$ cat config.mk
export PLATFORM = sky130hd
export DESIGN_NAME = pixel_format_packer_top_flat
export DESIGN_NICKNAME = d
export VERILOG_FILES = /design/src/rtl/pfp_pkg.sv /design/src/rtl/pfp_pixel_if.sv /design/src/rtl/pfp_byte_if.sv /design/src/rtl/pfp_front.sv /design/src/rtl/pfp_queue.sv /design/src/rtl/pfp_back.sv /design/src/rtl/pixel_format_packer_top.sv /design/src/flat_wrapper.sv
export SDC_FILE = /design/constraint.sdc
export NUM_CORES = 1
export LEC_CHECK = 0
export BUFFER_PORTS_ARGS = -buffer_cell sky130_fd_sc_hd__buf_4
export CORE_MARGIN = 2
export CORE_UTILIZATION = 57
export CTS_CLUSTER_SIZE = 28
export DETAILED_ROUTE_END_ITERATION = 7
export PLACE_DENSITY = 0.88
export SLEW_MARGIN = 10
export SYNTH_ARGS = -nofsm -noshare
export SYNTH_HDL_FRONTEND = slang
export SYNTH_SLANG_ARGS = --single-unit
$ cat constraint.sdc
create_clock -name clk -period 4.1 [get_ports clk]
set_clock_uncertainty 0.05 [all_clocks]
set_input_delay 0.41 -clock clk [delete_from_list [all_inputs] [get_ports clk]]
set_output_delay 0.41 -clock clk [all_outputs]
set_load 0.03 [all_outputs]
$ cat src/rtl/pfp_pkg.sv
// Package for the pixel format packer: format codes, register indexes and the
// job record that passes from the front end to the back end through the queue.
// No dependencies.
package pfp_pkg;

	// Input component layouts.
	typedef enum logic [1:0] {
		IN_GRAY  = 2'd0,
		IN_GRAYA = 2'd1,
		IN_RGB   = 2'd2,
		IN_RGBA  = 2'd3
	} in_fmt_t;

	// Output packings. Code 3 means nothing and is reported as an error.
	typedef enum logic [1:0] {
		OUT_A4    = 2'd0,
		OUT_565   = 2'd1,
		OUT_565A8 = 2'd2
	} out_fmt_t;

	// Configuration port.
	localparam int CFG_IDX_W  = 1;
	localparam int CFG_DATA_W = 2;
	localparam logic [CFG_IDX_W-1:0] CFG_IN_FMT  = 1'b0;
	localparam logic [CFG_IDX_W-1:0] CFG_OUT_FMT = 1'b1;

	localparam logic [1:0] IN_FMT_RESET  = 2'd2;
	localparam logic [1:0] OUT_FMT_RESET = 2'd1;

	localparam logic [7:0] ALPHA_OPAQUE = 8'hFF;
	localparam int MAX_BYTES = 3;

	// One pixel's worth of output: up to three bytes, sent byte 0 first.
	typedef struct packed {
		logic [MAX_BYTES-1:0][7:0] bytes;
		logic [1:0]                n_bytes;
		logic                      last;
		logic                      status;
	} job_t;

endpackage

$ cat src/rtl/pfp_pixel_if.sv
// Pixel channel of the pixel format packer: valid/ready handshake with the
// four components and the end-of-image flag. No dependencies.
interface pfp_pixel_if;
	logic       valid;
	logic       ready;
	logic [7:0] comp0;
	logic [7:0] comp1;
	logic [7:0] comp2;
	logic [7:0] comp3;
	logic       last_pixel;

	modport source (output valid, comp0, comp1, comp2, comp3, last_pixel, input ready);
	modport sink (input valid, comp0, comp1, comp2, comp3, last_pixel, output ready);
endinterface

$ cat src/rtl/pfp_byte_if.sv
// Byte channel of the pixel format packer: valid/ready handshake with one
// packed byte, its end-of-image flag and its status. No dependencies.
interface pfp_byte_if;
	logic       valid;
	logic       ready;
	logic [7:0] out_byte;
	logic       last_byte;
	logic       status;

	modport source (output valid, out_byte, last_byte, status, input ready);
	modport sink (input valid, out_byte, last_byte, status, output ready);
endinterface

$ cat src/rtl/pfp_front.sv
// Front end of the pixel format packer: holds the format registers and the A4
// nibble state, and turns each accepted pixel into a job. Uses pfp_pkg, pfp_pixel_if.
module pfp_front (
	input  logic                         clk,
	input  logic                         arst_n,
	pfp_pixel_if.sink                    pixel,
	input  logic                         cfg_we,
	input  logic [pfp_pkg::CFG_IDX_W-1:0]  cfg_idx,
	input  logic [pfp_pkg::CFG_DATA_W-1:0] cfg_wdata,
	input  logic                         q_full,
	output logic                         push,
	output pfp_pkg::job_t                push_job
);
	import pfp_pkg::*;

	logic [1:0] in_fmt_q;
	logic [1:0] out_fmt_q;
	logic [3:0] held_nibble_q;
	logic       nibble_pending_q;

	logic       accept;
	logic       gray_in;
	logic       has_job;
	logic       hold_nibble;
	logic [15:0] word;
	logic [7:0]  alpha;
	job_t        job;

	assign pixel.ready = !q_full;
	assign accept      = pixel.valid && pixel.ready;
	assign gray_in     = (in_fmt_q == IN_GRAY) || (in_fmt_q == IN_GRAYA);
	assign word        = {pixel.comp0[7:3], pixel.comp1[7:2], pixel.comp2[7:3]};
	assign alpha       = (in_fmt_q == IN_RGBA) ? pixel.comp3 : ALPHA_OPAQUE;

	always_comb begin
		job         = '0;
		job.n_bytes = 2'd1;
		job.last    = pixel.last_pixel;
		has_job     = 1'b1;
		hold_nibble = 1'b0;
		unique case (out_fmt_q) inside
			OUT_A4: begin
				if (!gray_in) begin
					job.status = 1'b1;
				end else if (nibble_pending_q) begin
					job.bytes[0] = {held_nibble_q, pixel.comp0[7:4]};
				end else if (pixel.last_pixel) begin
					// Odd pixel count: flush with an empty low nibble.
					job.bytes[0] = {pixel.comp0[7:4], 4'h0};
				end else begin
					has_job     = 1'b0;
					hold_nibble = 1'b1;
				end
			end
			OUT_565, OUT_565A8: begin
				if (gray_in) begin
					job.status = 1'b1;
				end else begin
					job.bytes[0] = word[7:0];
					job.bytes[1] = word[15:8];
					job.bytes[2] = alpha;
					job.n_bytes  = (out_fmt_q == OUT_565A8) ? 2'd3 : 2'd2;
				end
			end
			default: begin
				job.status = 1'b1;
			end
		endcase
	end

	assign push     = accept && has_job;
	assign push_job = job;

	always_ff @(posedge clk or negedge arst_n) begin
		if (!arst_n) begin
			in_fmt_q  <= IN_FMT_RESET;
			out_fmt_q <= OUT_FMT_RESET;
		end else if (cfg_we) begin
			unique case (cfg_idx)
				CFG_IN_FMT:  in_fmt_q  <= cfg_wdata;
				CFG_OUT_FMT: out_fmt_q <= cfg_wdata;
			endcase
		end
	end

	// Any pixel that does not start an A4 pair drops the held nibble.
	always_ff @(posedge clk or negedge arst_n) begin
		if (!arst_n) begin
			held_nibble_q    <= '0;
			nibble_pending_q <= 1'b0;
		end else if (accept) begin
			nibble_pending_q <= hold_nibble;
			held_nibble_q    <= hold_nibble ? pixel.comp0[7:4] : 4'h0;
		end
	end

	a_pair_completes: assert property (@(posedge clk) disable iff (!arst_n)
		accept && nibble_pending_q && out_fmt_q == OUT_A4 && gray_in |-> push)
		else $error("second A4 pixel of a pair produced no byte");

endmodule

$ cat src/rtl/pfp_queue.sv
// Short job queue between the front and back ends of the pixel format packer.
// Uses pfp_pkg.
module pfp_queue #(
	parameter int DEPTH = 2
) (
	input  logic          clk,
	input  logic          arst_n,
	input  logic          push,
	input  pfp_pkg::job_t push_job,
	output logic          full,
	input  logic          pop,
	output logic          not_empty,
	output pfp_pkg::job_t pop_job
);
	import pfp_pkg::*;

	localparam int PW = $clog2(DEPTH);
	localparam int CW = $clog2(DEPTH + 1);

	job_t          entries_q [DEPTH];
	logic [PW-1:0] wr_ptr_q;
	logic [PW-1:0] rd_ptr_q;
	logic [CW-1:0] count_q;

	assign full      = (count_q == CW'(DEPTH));
	assign not_empty = (count_q != '0);
	assign pop_job   = entries_q[rd_ptr_q];

	always_ff @(posedge clk) begin
		if (push) begin
			entries_q[wr_ptr_q] <= push_job;
		end
	end

	always_ff @(posedge clk or negedge arst_n) begin
		if (!arst_n) begin
			wr_ptr_q <= '0;
			rd_ptr_q <= '0;
			count_q  <= '0;
		end else begin
			if (push) begin
				wr_ptr_q <= (wr_ptr_q == PW'(DEPTH - 1)) ? '0 : wr_ptr_q + 1'b1;
			end
			if (pop) begin
				rd_ptr_q <= (rd_ptr_q == PW'(DEPTH - 1)) ? '0 : rd_ptr_q + 1'b1;
			end
			if (push && !pop) begin
				count_q <= count_q + 1'b1;
			end else if (pop && !push) begin
				count_q <= count_q - 1'b1;
			end
		end
	end

	a_no_overflow: assert property (@(posedge clk) disable iff (!arst_n)
		push |-> !full)
		else $error("job pushed into a full queue");

	a_no_underflow: assert property (@(posedge clk) disable iff (!arst_n)
		pop |-> not_empty)
		else $error("job popped from an empty queue");

endmodule

$ cat src/rtl/pfp_back.sv
// Back end of the pixel format packer: takes jobs from the queue and sends their bytes
// one per cycle unless the output stalls, via an output register. Uses pfp_pkg, pfp_byte_if.
module pfp_back (
	input  logic          clk,
	input  logic          arst_n,
	input  logic          q_not_empty,
	input  pfp_pkg::job_t q_job,
	output logic          pop,
	pfp_byte_if.source    stream
);
	import pfp_pkg::*;

	job_t       job_q;
	logic [1:0] idx_q;
	logic       busy_q;
	logic       out_valid_q;
	logic [7:0] byte_q;
	logic       last_q;
	logic       status_q;

	logic       advance;
	logic       emit;
	logic       last_idx;
	logic       finish;
	logic [7:0] sel_byte;

	assign advance  = !out_valid_q || stream.ready;
	assign emit     = busy_q && advance;
	assign last_idx = (idx_q == job_q.n_bytes - 2'd1);
	assign finish   = emit && last_idx;
	assign pop      = q_not_empty && (!busy_q || finish);

	always_comb begin
		case (idx_q)
			2'd0:    sel_byte = job_q.bytes[0];
			2'd1:    sel_byte = job_q.bytes[1];
			default: sel_byte = job_q.bytes[2];
		endcase
	end

	always_ff @(posedge clk) begin
		if (pop) begin
			job_q <= q_job;
		end
		if (emit) begin
			byte_q   <= sel_byte;
			last_q   <= last_idx && job_q.last;
			status_q <= job_q.status;
		end
	end

	always_ff @(posedge clk or negedge arst_n) begin
		if (!arst_n) begin
			busy_q      <= 1'b0;
			idx_q       <= '0;
			out_valid_q <= 1'b0;
		end else begin
			if (pop) begin
				busy_q <= 1'b1;
				idx_q  <= '0;
			end else if (finish) begin
				busy_q <= 1'b0;
			end else if (emit) begin
				idx_q <= idx_q + 1'b1;
			end
			if (advance) begin
				out_valid_q <= busy_q;
			end
		end
	end

	assign stream.valid     = out_valid_q;
	assign stream.out_byte  = byte_q;
	assign stream.last_byte = last_q;
	assign stream.status    = status_q;

	a_error_byte_zero: assert property (@(posedge clk) disable iff (!arst_n)
		out_valid_q && status_q |-> byte_q == 8'h00)
		else $error("error result carries a non-zero byte");

	a_idx_in_job: assert property (@(posedge clk) disable iff (!arst_n)
		busy_q |-> idx_q < job_q.n_bytes)
		else $error("byte index ran past the end of the job");

endmodule

$ cat src/rtl/pixel_format_packer_top.sv
// Top level of the pixel format packer: front end, job queue and back end.
// Uses pfp_pkg, pfp_pixel_if, pfp_byte_if, pfp_front, pfp_queue, pfp_back.
//
//   Channel   Direction  Handshake           Carries
//   pixel     in         valid/ready         comp0..comp3, last_pixel
//   stream    out        valid/ready         out_byte, last_byte, status
//   cfg       in         cfg_we, no ready    cfg_idx (0 input, 1 output), cfg_wdata
//
// The output sends one byte per cycle while it is not stalled. A pixel yields one
// byte for A4 and error results, none for the first pixel of an A4 pair, two for
// RGB565 and three for RGB565 plus alpha. The first byte of a pixel passes through
// the queue, the back end's job register and the output register before it appears.
// Reset clears the format registers to RGB in, RGB565 out, and drops any nibble.
// pixel.ready is low exactly while the queue is full: under an output stall, or when
// pixels that yield two or three bytes arrive faster than the back end drains them.
module pixel_format_packer_top #(
	parameter int QUEUE_DEPTH = 2
) (
	input  logic                           clk,
	input  logic                           arst_n,
	pfp_pixel_if.sink                      pixel,
	pfp_byte_if.source                     stream,
	input  logic                           cfg_we,
	input  logic [pfp_pkg::CFG_IDX_W-1:0]  cfg_idx,
	input  logic [pfp_pkg::CFG_DATA_W-1:0] cfg_wdata
);
	import pfp_pkg::*;

	// Request path: the front end classifies each pixel and, when it has bytes to send,
	// writes one job; the back end drains jobs at one byte per cycle unless stalled.
	logic q_full;
	logic q_not_empty;
	logic push;
	logic pop;
	job_t push_job;
	job_t pop_job;

	pfp_front u_front (
		.clk       (clk),
		.arst_n    (arst_n),
		.pixel     (pixel),
		.cfg_we    (cfg_we),
		.cfg_idx   (cfg_idx),
		.cfg_wdata (cfg_wdata),
		.q_full    (q_full),
		.push      (push),
		.push_job  (push_job)
	);

	// The queue lets a new pixel enter while a three-byte result is still draining.
	pfp_queue #(
		.DEPTH (QUEUE_DEPTH)
	) u_queue (
		.clk       (clk),
		.arst_n    (arst_n),
		.push      (push),
		.push_job  (push_job),
		.full      (q_full),
		.pop       (pop),
		.not_empty (q_not_empty),
		.pop_job   (pop_job)
	);

	pfp_back u_back (
		.clk         (clk),
		.arst_n      (arst_n),
		.q_not_empty (q_not_empty),
		.q_job       (pop_job),
		.pop         (pop),
		.stream      (stream)
	);

endmodule
$ cat src/flat_wrapper.sv
// flat-port wrapper written by rule: the top's interface ports become plain ports
module pixel_format_packer_top_flat import pfp_pkg::*;
#(
	parameter int QUEUE_DEPTH = 2
)
  (clk, arst_n, cfg_we, cfg_idx, cfg_wdata, pixel_valid, pixel_comp0, pixel_comp1, pixel_comp2, pixel_comp3, pixel_last_pixel, pixel_ready, stream_valid, stream_out_byte, stream_last_byte, stream_status, stream_ready);
  pfp_pixel_if pixel_i ();
  pfp_byte_if stream_i ();
  input  logic clk;
  input  logic arst_n;
  input  logic cfg_we;
  input  logic [pfp_pkg::CFG_IDX_W-1:0] cfg_idx;
  input  logic [pfp_pkg::CFG_DATA_W-1:0] cfg_wdata;
  input wire logic [$bits(pixel_i.valid)-1:0] pixel_valid;
  input wire logic [$bits(pixel_i.comp0)-1:0] pixel_comp0;
  input wire logic [$bits(pixel_i.comp1)-1:0] pixel_comp1;
  input wire logic [$bits(pixel_i.comp2)-1:0] pixel_comp2;
  input wire logic [$bits(pixel_i.comp3)-1:0] pixel_comp3;
  input wire logic [$bits(pixel_i.last_pixel)-1:0] pixel_last_pixel;
  output wire logic [$bits(pixel_i.ready)-1:0] pixel_ready;
  output wire logic [$bits(stream_i.valid)-1:0] stream_valid;
  output wire logic [$bits(stream_i.out_byte)-1:0] stream_out_byte;
  output wire logic [$bits(stream_i.last_byte)-1:0] stream_last_byte;
  output wire logic [$bits(stream_i.status)-1:0] stream_status;
  input wire logic [$bits(stream_i.ready)-1:0] stream_ready;
  assign pixel_i.valid = pixel_valid;
  assign pixel_i.comp0 = pixel_comp0;
  assign pixel_i.comp1 = pixel_comp1;
  assign pixel_i.comp2 = pixel_comp2;
  assign pixel_i.comp3 = pixel_comp3;
  assign pixel_i.last_pixel = pixel_last_pixel;
  assign pixel_ready = pixel_i.ready;
  assign stream_valid = stream_i.valid;
  assign stream_out_byte = stream_i.out_byte;
  assign stream_last_byte = stream_i.last_byte;
  assign stream_status = stream_i.status;
  assign stream_i.ready = stream_ready;
  pixel_format_packer_top #(.QUEUE_DEPTH(QUEUE_DEPTH)) u_core (.clk(clk), .arst_n(arst_n), .pixel(pixel_i), .stream(stream_i), .cfg_we(cfg_we), .cfg_idx(cfg_idx), .cfg_wdata(cfg_wdata));
endmodule
Word level (Yosys, flattened, before mapping)

Memory sizes are Yosys's and may differ from the RTL's. A register that Yosys moved wholly into a read port is not among the register bits.
Index checks and enable logic that the tools add are counted.

Bits of input ports: 41
Output and inout bits: 12
Bits in registers: 27
Memories kept: 1
Memory bits (writable): 56

Memories:

| name                     | depth | width | rd ports | clocked after memory_dff | write ports | RTL line        | text |
|---|---|---|---|---|---|---|---|
| u_core.u_queue.entries_q | 2     | 28    | 1        | 1                        | 1           | pfp_queue.sv:20 | `job_t entries_q [DEPTH];` |

Add/sub/neg operators: 6
Bitwise gates (word level): 1
Reductions and logical operators: 27
Multiplexer cells: 33
Equal/unequal tests: 8

Operators by type and width:

| kind                | count |
|---|---|
| $mux 8              | 4 |
| $pmux 8 s2          | 2 |
| $mux 26             | 1 |
| $mux 1              | 17 |
| $mux 16             | 1 |
| $mux 2              | 6 |
| $logic_and 1x1->1   | 8 |
| $reduce_bool 2->1   | 4 |
| $eq 2x1->1 const B  | 3 |
| $eq 2x2->1 const B  | 3 |
| $logic_not 2->1     | 3 |
| $reduce_and 2->1    | 3 |
| $logic_not 1->1     | 5 |
| $add 2x1->2 const B | 2 |
| $mux 4              | 1 |
| $sub 2x1->2 const B | 2 |
| $logic_or 1x1->1    | 3 |
| $add 1x1->1 const B | 2 |
| $eq 2x2->1          | 1 |
| $ne 2x1->1 const B  | 1 |
| $pmux 1 s2          | 1 |
| $reduce_or 2->1     | 1 |
| $not 1->1           | 1 |

Logic depth before layout (Yosys ltp)

Word-level depth: 9
Mapped depth: 8

Modules after synthesis

A second synthesis with hierarchy kept.

Cells, all modules: 287
Area, all modules: 4569.4 sq um

Modules (own cells, without submodules):

| module    | area each (sq um) | times used | cells each | sequential area each (sq um) |
|---|---|---|---|---|
| pfp_queue | 2257.2            | 1          | 103        | 1781.7 |
| pfp_back  | 1547.7            | 1          | 93         | 1241.2 |
| pfp_front | 764.5             | 1          | 91         | 227.7 |

Worst setup path after synthesis

OpenSTA, ideal clock, no wires.

Kind: register to register
Start: register u_core.u_front.out_fmt_q[0]
End: memory u_core.u_queue.entries_q[0][0] (netlist name), enable pin
Slack: 1167 ps
Clock period less this slack: 2933 ps
Stages on the path, launching flop included: 6
Library setup time: 416 ps
Data required time: 3634 ps
Arrival time: 2467 ps
Path buffers: 0
Cell sequence: dfstp_2 inv_1 ha_1 or4b_1 and3_4 nor2b_1

Cells in the longest elaborated chain, start to end: 5

RTL lines:

| what                         | RTL line        | text |
|---|---|---|
| from (decl)                  | pfp_front.sv:17 | `logic [1:0] out_fmt_q;` |
| from (signal assigned)       | pfp_front.sv:81 | `CFG_OUT_FMT: out_fmt_q <= cfg_wdata;` |
| $logic_not 2->1 (no line)    | --              |  |
| $mux 1                       | pfp_front.sv:41 | `unique case (out_fmt_q) inside` |
| $logic_and 1x1->1            | pfp_front.sv:71 | `assign push = accept && has_job;` |
| $mux 1                       | pfp_queue.sv:30 | `if (push) begin` |
| $mux 1 (not written as such) | pfp_queue.sv:31 | `entries_q[wr_ptr_q] <= push_job;` |
| to (decl)                    | pfp_queue.sv:20 |  |

Every way passes these cells.

==> results.py <==
metrics = {
    "timing": {
        "worst_slew_margin_rel_pct": 52.77,
        "timing.final.crit_period_ns": 2.298,
        "unrepaired_setup_endpoints_after_global_routing": "false",
        "finalHoldWorstSlack_ns": 0.1984,
        "worst_slew_pin_slew_ns": 0.7084,
        "final-max-slew-violation-count": 0,
        "crit_share_post_route_pct": 56.06,
        "final.setup.tns_ns": 0,
        "setup_viol": 0,
        "max_freq_mhz": 435.1,
        "finalHoldViolations": 0,
    },
    "power": {
        "logic_pwr_share_pct": 29.9,
        "clkPwrFrac_pct": 17.1,
        "power.share.sequential_pct": 53.1,
        "leak_nw": 1.990,
        "powerDensity_nw_per_um2": 694.2,
        "net_switching_w": 0.001189,
        "internal-power_w": 0.002380,
        "vdd_drop_max_mv": 0.3867,
        "power.switching_fraction_pct": 33.31,
    },
    "global_routing": {
        "grt_use_total_pct": 20.33,
        "first_global_vias": 2617,
        "pin_count_of_the_biggest_net_entering_global_routing": 30,
        "gr-total-overflow": 0,
        "grt_pass1_wl_um": 12920,
        "initial_antenna_violation_count": 0,
    },
    "critical_path": {
        "worst-endpoint-required_ns": 4.16,
        "worst-path-max-fanout": 11,
        "r2r_end": "u_core.u_queue.entries_q[0][11]$_DFFE_PP_",
        "crit_path_end": "u_core.u_queue.entries_q[0][11]$_DFFE_PP_",
        "setup.reg_to_reg.worst_slack_ns": 1.80,
        "startpoint_type": "flip-flop",
        "critPathLaunch": "u_core.u_front.out_fmt_q[0]$_DFFE_PN1P_",
        "r2r-start": "u_core.u_front.out_fmt_q[0]$_DFFE_PN1P_",
        "setup.worst_path.end_class": "flip-flop",
        "r2r.worst_path.cells": 6,
        "critPathKind": "flip-flop to flip-flop",
        "worstPathArrival_ns": 2.36,
    },
    "synthesis": {
        "synth_simple_gate_area_share_pct": 7.519,
        "synthDistinctLibCells": 42,
        "synth_xor_xnor_area_share_pct": 1.165,
        "post_synthesis_register_bit_count": 111,
        "synth_area_in_compound_gates_pct": 7.075,
        "ys.flop_type": "sky130_fd_sc_hd__edfxtp_1",
        "post_synth_fa_ha_maj_area_fraction_pct": 1.665,
        "synth_warnings": 0,
        "syn-instance-count": 286,
        "synth_area_per_cell_um2": 15.77,
        "asyncSetResetFlopFracSynth_pct": 15.32,
        "post_synth_edffs": 94,
        "synth_area_um2": 4509,
        "synthesis.nets": 333,
        "post_synth_mux_area_share_pct": 8.296,
        "synth_top_family_by_area": "multiplexers",
        "seq_area_frac_synth_pct": 72.09,
    },
    "drt": {
        "met1_length_um": 3358,
        "post-route-drc-count": 0,
        "vias": 2537,
        "postRouteAntennaNets": 0,
        "finalWirelength_um": 8192,
        "drtPass1Iterations": 5,
        "top_signal_layer_used": "met4",
        "avgViaCountPerCell": 5.766,
        "met2_wirelength_um": 4085,
        "first_iter_violations": 242,
        "post_drt_wl_per_cell_um": 18.62,
        "met3_wirelength_um": 484,
    },
    "cells_and_area": {
        "final_layout_size_suffix_gt1_share_pct": 31.66,
        "num_antenna_cells": 0,
        "mostFrequentLayoutCell": "sky130_fd_sc_hd__edfxtp_1",
        "area_growth_pct": 14.01,
        "top_library_cells_by_usage_in_the_layout_fill_and_taps_aside": "sky130_fd_sc_hd__edfxtp_1, sky130_fd_sc_hd__buf_4, sky130_fd_sc_hd__mux2_2",
        "finish.net_count": 380,
    },
    "placed_design": {
        "detailedPlacementHpwl_um": 5375,
        "placement.io_buffers": 44,
        "place.gp.congestion": 0.8100,
    },
    "cts": {
        "cts-htree-levels": 3,
        "cts_tree": "done",
        "cts.sink_count": 111,
        "clockRootBuffer": "sky130_fd_sc_hd__clkbuf_8",
        "cts_buffer_depth": 2,
        "worst_setup_hold_path_clk_slew_ns": 0.10,
        "clock_insertion_delay_worst_skew_ns": 0.36,
        "post_cts_resized": 0,
        "cts_made_buffers": 9,
    },
    "die": {
        "rows": 32,
        "die_area_um2": 8639,
        "boundaryPins": 53,
        "dieWidth_um": 92.95,
        "start_util_pct": 58.66,
        "chipHeight_um": 92.95,
        "core_region_area_um2": 7687,
    },
    "status": {
        "outcome": "finished clean",
    },
    "min_path": {
        "timing.hold.worst_path_depth": 1,
        "class_of_the_worst_hold_path": "primary input to flip-flop",
    },
    "job": {
        "cap_viol_max_count": 0,
    },
}
## layout make-up
cell class,count,area [µm²]
Timing Repair Buffer,47,355.3
Clock inverter,7,65.06
Inverter,14,55.05
Fill cell,522,2546
Sequential cell,111,3252
Tap cell,102,127.6
Clock buffer,9,123.9
Multi-Input combinational cell,150,1162
## cell families after synthesis
logic type,after synthesis
compound gates,40
xor+xnor,6
fa+ha+maj,6
buf+inv,25
flops,111
mux,33
simple gates,65
## metal layers
metal | track usage, % | up-vias
li1 | - | 1163
met1 | 25.41 | 1249
met2 | 33.64 | 108
met3 | 4.150 | 17
met4 | 10.66 | 0
met5 | 0 | -
## registers in the layout, indices dropped and copies added (netlist names)
register	flops
u_core.u_queue.wr_ptr_q	1
u_core.u_front.in_fmt_q	2
u_core.u_back.stream.out_byte	8
u_core.u_back.busy_q	1
u_core.u_back.idx_q	2
u_core.u_back.stream.last_byte	1
u_core.u_back.stream.status	1
u_core.u_front.out_fmt_q	2
u_core.u_queue.rd_ptr_q	1
u_core.u_queue.entries_q	56
u_core.u_front.nibble_pending_q	1
u_core.u_queue.count_q	2
u_core.u_back.stream.valid	1
u_core.u_back.job_q	28
u_core.u_front.held_nibble_q	4
## stage by stage
step	worst slack [ns]	utilization [%]	power [W]	area, µm²	instances
final	1.802	66.88	0.003569	5141	440
after global routing	1.648	66.88	0.003754	5141	440
after CTS	1.792	66.86	0.003582	5140	440
after detailed placement	1.819	64.27	0.002984	4941	423
after global placement	1.908	64.27	0.002899	4941	423
after floorplan	1.167	-	0.002626	4509	286
## how the worst min path moves through the flow
stage,from,endpoint,slack (ns)
2_1_floorplan,arst_n,u_core.u_back.busy_q$_DFFE_PN0P_,0.06
3_3_place_gp,arst_n,u_core.u_front.nibble_pending_q$_DFFE_PN0P_,0.24
3_5_place_dp,arst_n,u_core.u_queue.wr_ptr_q$_DFFE_PN0N_,0.25
4_1_cts,pixel_last_pixel,u_core.u_queue.entries_q[1][1]$_DFFE_PP_,0.19
5_1_grt,pixel_last_pixel,u_core.u_queue.entries_q[0][1]$_DFFE_PP_,0.18
6_report,pixel_last_pixel,u_core.u_queue.entries_q[1][1]$_DFFE_PP_,0.20
## synthesized netlist by cell type, drive strengths merged, types with 2 or more instances
| cell | count | area share, % |
|---|---|---|
| edfxtp | 94 | 63 |
| xor2 | 3 | 0.58 |
| and3 | 10 | 1.5 |
| a222oi | 4 | 0.89 |
| ha | 6 | 1.7 |
| dfrtp | 15 | 8.3 |
| nor2b | 6 | 0.83 |
| xnor2 | 3 | 0.58 |
| nand2 | 22 | 1.9 |
| clkbuf | 7 | 0.58 |
| nor2 | 15 | 1.3 |
| inv | 14 | 1.2 |
| a21oi | 9 | 1.0 |
| o21ai | 2 | 0.22 |
| a22oi | 13 | 2.2 |
| and2 | 2 | 0.28 |
| nand2b | 4 | 0.55 |
| mux2 | 32 | 8.0 |
| a21o | 2 | 0.36 |
| dfstp | 2 | 1.2 |
| a22o | 4 | 0.78 |
| buf | 4 | 0.39 |
## power groups by stage
| stage | clock network, W | registers, W | logic, W |
|---|---|---|---|
| after global routing | 0.000657 | 0.00193 | 0.00117 |
| final | 0.000609 | 0.00189 | 0.00107 |
| after global placement | 0 | 0.00188 | 0.00101 |
| after CTS | 0.000617 | 0.00189 | 0.00107 |
| after floorplan | 0 | 0.00191 | 0.000718 |
| after detailed placement | 0 | 0.00192 | 0.00107 |
## worst max-delay path, stage by stage (launching register included)
cell and delay, ns:
sky130_fd_sc_hd__dfstp_2 0.55, sky130_fd_sc_hd__inv_1 0.06, sky130_fd_sc_hd__ha_1 0.45, sky130_fd_sc_hd__nand2_2 0.27
sky130_fd_sc_hd__inv_2 0.14, sky130_fd_sc_hd__a222oi_1 0.41, sky130_fd_sc_hd__nor2_1 0.11
## timing repair
item / in CTS / in global routing
endpoints found under the setup margin: 0 / 0
hold buffers: 1 / 0
endpoints found under the hold margin: 15 / 0
setup buffers: 0 / 0
No activity file was read; power rests on OpenSTA's default activity.
